==> config.mk <==
export PLATFORM = sky130hd
export DESIGN_NAME = hysteresis_heater_timed_duty_core
export DESIGN_NICKNAME = d
export VERILOG_FILES = /design/src/hdl/hhtd_pkg.sv /design/src/hdl/hhtd_cfg.sv /design/src/hdl/hhtd_step.sv /design/src/hdl/hysteresis_heater_timed_duty_core.sv
export VERILOG_INCLUDE_DIRS = /design/src /design/src/hdl
export SDC_FILE = /design/constraint.sdc
export NUM_CORES = 1
export LEC_CHECK = 0
export ABC_AREA = 1
export BUFFER_PORTS_ARGS = -buffer_cell sky130_fd_sc_hd__buf_2
export CAP_MARGIN = 20
export CORE_MARGIN = 1.5
export CORE_UTILIZATION = 48
export CTS_CLUSTER_SIZE = 20
export DETAILED_ROUTE_END_ITERATION = 6
export GPL_TIMING_DRIVEN = 0
export PLACE_DENSITY = 0.63
export SLEW_MARGIN = 30
export SYNTH_ARGS = -nofsm -noshare
export SYNTH_HDL_FRONTEND = slang
export SYNTH_SLANG_ARGS = --single-unit
==> constraint.sdc <==
create_clock -name clk_i -period 5.7 [get_ports clk_i]
set_clock_uncertainty 0.1 [all_clocks]
set_input_delay 1.14 -clock clk_i [delete_from_list [all_inputs] [get_ports clk_i]]
set_output_delay 1.14 -clock clk_i [all_outputs]
set_load 0.02 [all_outputs]
==> src/hdl/hysteresis_heater_timed_duty_core_macros.svh <==
// Assertion macros for the hysteresis heater core.
// Used by the top level; expects clk_i and rst_ni in scope.
`ifndef HYSTERESIS_HEATER_TIMED_DUTY_CORE_MACROS_SVH
`define HYSTERESIS_HEATER_TIMED_DUTY_CORE_MACROS_SVH

// same-cycle implication, checked out of reset
`define HHTD_ASSERT_IMP(lbl, ante, cons, msg) \
  lbl: assert property (@(posedge clk_i) disable iff (!rst_ni) (ante) |-> (cons)) \
    else $error(msg);

// next-cycle implication, checked out of reset
`define HHTD_ASSERT_NXT(lbl, ante, cons, msg) \
  lbl: assert property (@(posedge clk_i) disable iff (!rst_ni) (ante) |=> (cons)) \
    else $error(msg);

`endif

==> src/hdl/hhtd_pkg.sv <==
// Types and constants shared by the hysteresis heater core.
// No dependencies.
`timescale 1ns / 1ps
`default_nettype none

package hhtd_pkg;

  localparam int unsigned CfgAddrW = 2;
  localparam int unsigned CfgDataW = 16;

  typedef enum logic [CfgAddrW-1:0] {
    CFG_HYST_BAND  = 2'd0,
    CFG_ON_PERIOD  = 2'd1,
    CFG_OFF_PERIOD = 2'd2,
    CFG_WARN_LIMIT = 2'd3
  } cfg_idx_e;

  localparam logic [8:0]  HystBandRst  = 9'd3;
  localparam logic [15:0] OnPeriodRst  = 16'd990;
  localparam logic [15:0] OffPeriodRst = 16'd2990;
  localparam logic [7:0]  WarnLimitRst = 8'd128;

  localparam logic [7:0] DriveFull = 8'd255;
  localparam logic [7:0] DriveOff  = 8'd0;

  localparam logic [1:0] LevelWarning = 2'd1;

  typedef struct packed {
    logic [8:0]  hysteresis_band;
    logic [15:0] on_period_ms;
    logic [15:0] off_period_ms;
    logic [7:0]  warning_limit;
  } cfg_t;

  typedef struct packed {
    logic signed [11:0] measured_temp;
    logic signed [11:0] target_temp;
    logic [31:0]        time_now_ms;
    logic [1:0]         safety_level;
    logic               emergency_flag;
  } item_t;

  typedef struct packed {
    logic [7:0]  drive_level;
    logic        heating_now;
    logic [31:0] total_on_ms;
    logic        safety_stop;
  } res_t;

endpackage

`default_nettype wire

==> src/hdl/hhtd_cfg.sv <==
// Configuration register file of the hysteresis heater core.
// Depends on hhtd_pkg.
`timescale 1ns / 1ps
`default_nettype none

module hhtd_cfg (
  input  wire logic                           clk_i,
  input  wire logic                           rst_ni,
  input  wire logic                           cfg_we_i,
  input  wire logic [hhtd_pkg::CfgAddrW-1:0]  cfg_addr_i,
  input  wire logic [hhtd_pkg::CfgDataW-1:0]  cfg_wdata_i,
  output hhtd_pkg::cfg_t                      cfg_o
);
  import hhtd_pkg::*;

  cfg_t cfg_q, cfg_d;

  always_comb begin
    cfg_d = cfg_q;
    if (cfg_we_i) begin
      unique case (cfg_idx_e'(cfg_addr_i))
        CFG_HYST_BAND:  cfg_d.hysteresis_band = cfg_wdata_i[8:0];
        CFG_ON_PERIOD:  cfg_d.on_period_ms    = cfg_wdata_i;
        CFG_OFF_PERIOD: cfg_d.off_period_ms   = cfg_wdata_i;
        CFG_WARN_LIMIT: cfg_d.warning_limit   = cfg_wdata_i[7:0];
        default:        cfg_d = cfg_q;
      endcase
    end
  end

  always_ff @(posedge clk_i or negedge rst_ni) begin
    if (!rst_ni) begin
      cfg_q.hysteresis_band <= HystBandRst;
      cfg_q.on_period_ms    <= OnPeriodRst;
      cfg_q.off_period_ms   <= OffPeriodRst;
      cfg_q.warning_limit   <= WarnLimitRst;
    end else begin
      cfg_q <= cfg_d;
    end
  end

  assign cfg_o = cfg_q;

endmodule

`default_nettype wire

==> src/hdl/hhtd_step.sv <==
// Control update of the hysteresis heater: band decision, timed duty, warning cap,
// on-time accounting, safety stop and the controller state. Depends on hhtd_pkg.
`timescale 1ns / 1ps
`default_nettype none

module hhtd_step (
  input  wire logic            clk_i,
  input  wire logic            rst_ni,
  input  wire hhtd_pkg::cfg_t  cfg_i,
  input  wire hhtd_pkg::item_t item_i,
  input  wire logic            advance_i,
  output hhtd_pkg::res_t       res_o
);
  import hhtd_pkg::*;

  logic        cycle_on_q, cycle_on_d;
  logic [31:0] last_toggle_q, last_toggle_d;
  logic        was_heating_q, was_heating_d;
  logic [31:0] last_on_q, last_on_d;
  logic [31:0] total_q, total_d;

  logic               stop;
  logic               at_target;
  logic               below_band;
  logic signed [13:0] band_floor;
  logic [31:0]        elapsed;
  logic [7:0]         drive_raw;
  logic [7:0]         drive;
  logic               heating;

  always_comb begin
    stop       = item_i.emergency_flag | item_i.safety_level[1];
    at_target  = item_i.measured_temp >= item_i.target_temp;
    band_floor = 14'(item_i.target_temp) - $signed({5'b0, cfg_i.hysteresis_band});
    below_band = 14'(item_i.measured_temp) < band_floor;
    elapsed    = item_i.time_now_ms - last_toggle_q;

    cycle_on_d    = cycle_on_q;
    last_toggle_d = last_toggle_q;
    was_heating_d = was_heating_q;
    last_on_d     = last_on_q;
    total_d       = total_q;
    drive_raw     = DriveOff;

    if (at_target) begin
      cycle_on_d = 1'b0;
    end else if (below_band) begin
      drive_raw  = DriveFull;
      cycle_on_d = 1'b0;
    end else begin
      if (cycle_on_q && elapsed >= 32'(cfg_i.on_period_ms)) begin
        cycle_on_d    = 1'b0;
        last_toggle_d = item_i.time_now_ms;
      end else if (!cycle_on_q && elapsed >= 32'(cfg_i.off_period_ms)) begin
        cycle_on_d    = 1'b1;
        last_toggle_d = item_i.time_now_ms;
      end
      drive_raw = cycle_on_d ? DriveFull : DriveOff;
    end

    drive = drive_raw;
    if (item_i.safety_level == LevelWarning && drive_raw > cfg_i.warning_limit) begin
      drive = cfg_i.warning_limit;
    end
    heating = drive != DriveOff;

    if (heating && !was_heating_q) begin
      last_on_d = item_i.time_now_ms;
    end else if (!heating && was_heating_q) begin
      total_d = total_q + (item_i.time_now_ms - last_on_q);
    end
    was_heating_d = heating;

    res_o.drive_level = drive;
    res_o.heating_now = heating;
    res_o.total_on_ms = total_d;
    res_o.safety_stop = 1'b0;

    // safety stop: force off, drop the cycle, keep the accounting
    if (stop) begin
      cycle_on_d        = 1'b0;
      last_toggle_d     = last_toggle_q;
      was_heating_d     = was_heating_q;
      last_on_d         = last_on_q;
      total_d           = total_q;
      res_o.drive_level = DriveOff;
      res_o.heating_now = 1'b0;
      res_o.total_on_ms = total_q;
      res_o.safety_stop = 1'b1;
    end
  end

  always_ff @(posedge clk_i or negedge rst_ni) begin
    if (!rst_ni) begin
      cycle_on_q    <= 1'b0;
      last_toggle_q <= '0;
      was_heating_q <= 1'b0;
      last_on_q     <= '0;
      total_q       <= '0;
    end else if (advance_i) begin
      cycle_on_q    <= cycle_on_d;
      last_toggle_q <= last_toggle_d;
      was_heating_q <= was_heating_d;
      last_on_q     <= last_on_d;
      total_q       <= total_d;
    end
  end

endmodule

`default_nettype wire

==> src/hdl/hysteresis_heater_timed_duty_core.sv <==
// Hysteresis heater controller with timed in-band duty cycle.
// Input channel: one control update per word (temperatures, timestamp, safety status),
//   valid/ready, taken when in_valid_i and in_ready_o are both high.
// Output channel: one result word per update (drive, heating flag, total on time,
//   safety stop flag), valid/ready, taken when out_valid_o and out_ready_i are high.
// Config port: cfg_we_i writes cfg_wdata_i to the register at cfg_addr_i
//   (0 band, 1 on period, 2 off period, 3 warning limit); write only while idle.
// A taken word waits in the input register, then moves to the result register.
// Throughput: one word per cycle while the receiver takes each result; the update
//   is one combinational pass between the input register and the result register,
//   with the controller state written in the same cycle the result is loaded.
// Stall: while the result register holds an untaken word, the input register
//   still takes one more word; ready drops only when both are full.
// Reset: asynchronous, active low; clears both stages, the controller state and
//   loads the register defaults.
// Depends on hhtd_pkg, hhtd_cfg, hhtd_step and the assertion macro header.
`timescale 1ns / 1ps
`default_nettype none

`include "hysteresis_heater_timed_duty_core_macros.svh"

module hysteresis_heater_timed_duty_core (
  input  wire logic                           clk_i,
  input  wire logic                           rst_ni,
  input  wire logic                           cfg_we_i,
  input  wire logic [hhtd_pkg::CfgAddrW-1:0]  cfg_addr_i,
  input  wire logic [hhtd_pkg::CfgDataW-1:0]  cfg_wdata_i,
  input  wire logic                           in_valid_i,
  output      logic                           in_ready_o,
  input  wire logic signed [11:0]             measured_temp_i,
  input  wire logic signed [11:0]             target_temp_i,
  input  wire logic [31:0]                    time_now_ms_i,
  input  wire logic [1:0]                     safety_level_i,
  input  wire logic                           emergency_flag_i,
  output      logic                           out_valid_o,
  input  wire logic                           out_ready_i,
  output      logic [7:0]                     drive_level_o,
  output      logic                           heating_now_o,
  output      logic [31:0]                    total_on_ms_o,
  output      logic                           safety_stop_o
);
  import hhtd_pkg::*;

  cfg_t  cfg;
  item_t in_q;
  logic  in_valid_q, in_valid_d;
  res_t  res;
  res_t  out_q;
  logic  out_valid_q, out_valid_d;
  logic  advance;
  logic  in_take;

  hhtd_cfg u_cfg (
    .clk_i       (clk_i),
    .rst_ni      (rst_ni),
    .cfg_we_i    (cfg_we_i),
    .cfg_addr_i  (cfg_addr_i),
    .cfg_wdata_i (cfg_wdata_i),
    .cfg_o       (cfg)
  );

  hhtd_step u_step (
    .clk_i     (clk_i),
    .rst_ni    (rst_ni),
    .cfg_i     (cfg),
    .item_i    (in_q),
    .advance_i (advance),
    .res_o     (res)
  );

  assign advance     = in_valid_q && (!out_valid_q || out_ready_i);
  assign in_ready_o  = !in_valid_q || advance;
  assign in_take     = in_valid_i && in_ready_o;
  assign in_valid_d  = in_take || (in_valid_q && !advance);
  assign out_valid_d = advance || (out_valid_q && !out_ready_i);

  always_ff @(posedge clk_i or negedge rst_ni) begin
    if (!rst_ni) begin
      in_valid_q  <= 1'b0;
      out_valid_q <= 1'b0;
    end else begin
      in_valid_q  <= in_valid_d;
      out_valid_q <= out_valid_d;
    end
  end

  always_ff @(posedge clk_i) begin
    if (in_take) begin
      in_q.measured_temp  <= measured_temp_i;
      in_q.target_temp    <= target_temp_i;
      in_q.time_now_ms    <= time_now_ms_i;
      in_q.safety_level   <= safety_level_i;
      in_q.emergency_flag <= emergency_flag_i;
    end
    if (advance) begin
      out_q <= res;
    end
  end

  assign out_valid_o   = out_valid_q;
  assign drive_level_o = out_q.drive_level;
  assign heating_now_o = out_q.heating_now;
  assign total_on_ms_o = out_q.total_on_ms;
  assign safety_stop_o = out_q.safety_stop;

  `HHTD_ASSERT_IMP(a_stop_is_off, out_valid_o && safety_stop_o,
                   drive_level_o == DriveOff && !heating_now_o, "safety stop with drive on")
  `HHTD_ASSERT_IMP(a_heat_flag, out_valid_o,
                   heating_now_o == (drive_level_o != DriveOff), "heating flag mismatch")
  `HHTD_ASSERT_IMP(a_full_stall, !in_ready_o,
                   in_valid_q && out_valid_q && !out_ready_i, "ready low without full pipeline")
  `HHTD_ASSERT_NXT(a_advance_shows, advance, out_valid_o, "advanced word not shown")

endmodule

`default_nettype wire

==> impl_metrics.csv <==
group,metric,value,unit
place,hpwlAfterDp,31700,um
power,power_density,568,mW/mm^2
synthesis,netlist_area,0.0168,sq mm
synthesis,synth_area_leaders,"dfrtp_1 (19%), edfxtp_1 (18%), nand2_1 (14%)",
clock_network,ctsHoldBuffers,0,
finish,seq_area,0.00679,sq mm
synthesis,synthesis.nets,2342,
sta,final.min_clock_period,5.55,ns
sta,finalSetupViolations,0,
run,cap_violations,0,
sta,rsz0062_at_grt,"yes",
clock_network,htreeDepth,1,
synthesis,synth_area_per_cell,8.01,sq um
synthesis,yosysWarningCount,0,
routing,drt_first_pass_iters,7,
sta,worst_hold_slack,0.385,ns
critical_path,cp_slowest_cell,"dfstp_2",
clock_network,cts_sinks,250,
synthesis,synthDistinctLibCells,47,
clock_network,cts_buffers,30,
place,place.gp.congestion,0.878,
clock_network,cts.clk_slew.worst_paths,0.06,ns
critical_path,slowest_delay,0.56,ns
synthesis,synthFlopType,"dfrtp_1",
sta,fin_crit_sh,97.4,%
synthesis,post-synth-top-area-cell,"dfrtp_1",
synthesis,async_flop_share,59.6,%
routing,vias,13540,
global_route,grt_overflow,0,
floorplanning,coreArea,0.0345,sq mm
synthesis,synth_seq_area_share,40.4,%
power,ir_worst_vdd,0.000294,V
global_route,grt_pass1_wl,66100,um
sta,maxSlewViolCount,0,
finish,fin_cells,2756,
global_route,antenna_found_initial,0,
finish,fill_cells,3188,
routing,routed_wl,40600,um
place,dp.cells,2679,
sta,max_freq,180,MHz
finish,multiInputGateArea,0.00855,sq mm
global_route,grt_start_max_net_pins,89,
critical_path,end_kind,"register",
clock_network,clkLatencyLatePin,0.55,ns
critical_path,cp_data_arrival_time,5.76,ns
sta,worstMarginPinSlew,0.896,ns
critical_path,crit_fanout,6,
critical_path,worstSetupStartpointType,"register",
finish,final_area,0.0197,sq mm
finish,area_growth,17.3,%
synthesis,synth-edff-count,101,
floorplanning,fp.dieArea,0.0361,sq mm
synthesis,synth_seq_cells,250,
sta,slew_headroom,40.1,%
routing,drt_iter0_drc,728,
global_route,grt_pass1_vias,13105,
global_route,grt_use_total,22.9,%
finish,nets,2523,
synthesis,synthCells,2096,
routing,drtAntennaViolNets,0,
synthesis,synth_common_cells,"nand2_1 (627), inv_1 (413), ha_1 (131)",
power,p_leak,10.2,nW
finish,post_route_cells_drive_above_1_share,17.9,%
routing,routed_via_density,4.91,
routing,post_drt_wl_per_cell,14.7,um
critical_path,required,5.90,ns
floorplanning,start_util,48.7,%
floorplanning,die_h,190,um
status,outcome,"finished, final reports clean",
floorplanning,ioPinCount,126,
critical_path,crit_type,"register to register",
floorplanning,rows,68,
clock_network,tritoncts,"built",
critical_path,crit_top_cell,"nand2_2",
finish,diodes,0,
synthesis,synth_top_area_share,19.4,%
clock_network,clk_path_buf_depth,3,
place,numPortBuffers,125,
clock_network,cts_root_buf,"clkbuf_16",
sta,finalHoldViolCount,0,
synthesis,yosysMostFrequentCell,"nand2_1",
hold_path,hp-class,"register to register",
floorplanning,die_w,190,um
routing,drc,0,
place,dpl_cell_area,0.0181,sq mm
==> per-stage QoR <==
| stage | TNS [ns] | utilization (%) | power (W) | setup slack [ns] |
|---|---|---|---|---|
| final | 0 | 57.2 | 0.0112 | 0.148 |
| after global routing | -4.99 | 57.2 | 0.0123 | -0.152 |
| after CTS | 0 | 55.9 | 0.0110 | 0.00124 |
| after detailed placement | -26.38 | 52.4 | 0.00894 | -0.440 |
| after global placement | -18.07 | 52.2 | 0.00877 | -0.355 |
| after floorplan | 0 | - | 0.00749 | 0.444 |
==> worst max-delay path: cells and delay by family (launching register included) <==
family	cells	cell delay, ns
AO/OA/AOI/OAI	8	1.10
XOR/XNOR	1	0.12
adder cells (fa/ha/maj)	4	1.09
buffers and inverters	7	0.61
flip-flops	1	0.56
AND/OR/NAND/NOR	17	1.71
==> per-layer routing <==
metal	wire [um]	part of all wire, %	global-route usage, %	vias up
met5	0	0	0	-
met4	748	1.8	4.98	0
met3	1470	3.6	2.25	46
met2	18000	44	36.2	263
met1	20400	50	33.9	6242
li1	-	-	-	6989
==> report_power, final <==
part | switching, W | internal [W] | leakage (nW)
logic | 0.00396 | 0.00252 | 6.88
registers | 0.000349 | 0.00240 | 2.84
clock network | 0.000770 | 0.00119 | 0.512
==> logic make-up (layout without fill, tap and decap cells) <==
logic type                 Yosys count  in the layout  synth area share (%)
AOI/OAI and AO/OA                  261            261                  9.22
xor gates and xnor gates            60             60                  3.13
adders and majority gates          164            164                  13.7
buffers and inverters              464            669                  10.9
DFF                                250            250                  40.4
and+or+nand+nor                    897            897                  22.7
==> cell usage in the layout (no fill, tap or decap), types with 34 or more instances in the layout <==
| cell type | netlist | final |
|---|---|---|
| inv_1 | 413 | 407 |
| dfrtp_1 | 130 | 130 |
| nand2_1 | 627 | 584 |
| ha_1 | 131 | 128 |
| buf_2 | 4 | 128 |
| clkbuf_16 | 0 | 34 |
| edfxtp_1 | 101 | 101 |
| nand2_2 | 38 | 74 |
| a21oi_1 | 83 | 76 |
| nand4_1 | 48 | 48 |
| nor2_1 | 82 | 81 |
| o21ai_0 | 104 | 102 |
| nand3_1 | 72 | 59 |
| xor2_1 | 45 | 42 |
==> area by class of cell <==
class | instances | area share [%]
plain buffers | 46 | 1.40
clock buffers | 46 | 4.79
clock inverters | 10 | 0.470
inverters | 418 | 8.04
multi-input cells | 1382 | 43.4
flip-flops and latches | 250 | 34.4
well taps | 455 | 2.89
repair buffers | 149 | 4.58
==> path summary, 6_finish.rpt <==
check	from	endpoint	slack (ns)	cells after the start
max in group asynchronous	rst_ni	u_cfg.cfg_o[33]$_DFFE_PN1P_	4.18	2
max reg2reg	u_cfg.cfg_o[40]$_DFFE_PN1P_	total_on_ms_o[12]$_DFFE_PP_	0.15	37
min reg2reg	u_cfg.cfg_o[35]$_DFFE_PN0P_	u_cfg.cfg_o[35]$_DFFE_PN0P_	0.39	2
max	u_cfg.cfg_o[40]$_DFFE_PN1P_	total_on_ms_o[12]$_DFFE_PP_	0.15	37
min in group asynchronous	rst_ni	u_step.total_q[25]$_DFFE_PN0P_	0.44	1
min	u_cfg.cfg_o[35]$_DFFE_PN0P_	u_cfg.cfg_o[35]$_DFFE_PN0P_	0.39	2
==> registers in the layout, indices dropped and copies added (netlist names), 8 cells and up <==
register	flops
u_step.last_toggle_q	32
u_step.last_on_q	32
total_on_ms_o	32
in_q	59
u_step.total_q	32
u_cfg.cfg_o	49
drive_level_o	8
==> what timing repair did <==
item                       CTS  global route
setup buffers               10             8
setup endpoints to repair   98           100
pin swaps                   12            40
gates resized for setup     18            99
gates cloned                 1             2
No activity file was read; power rests on OpenSTA's default activity.
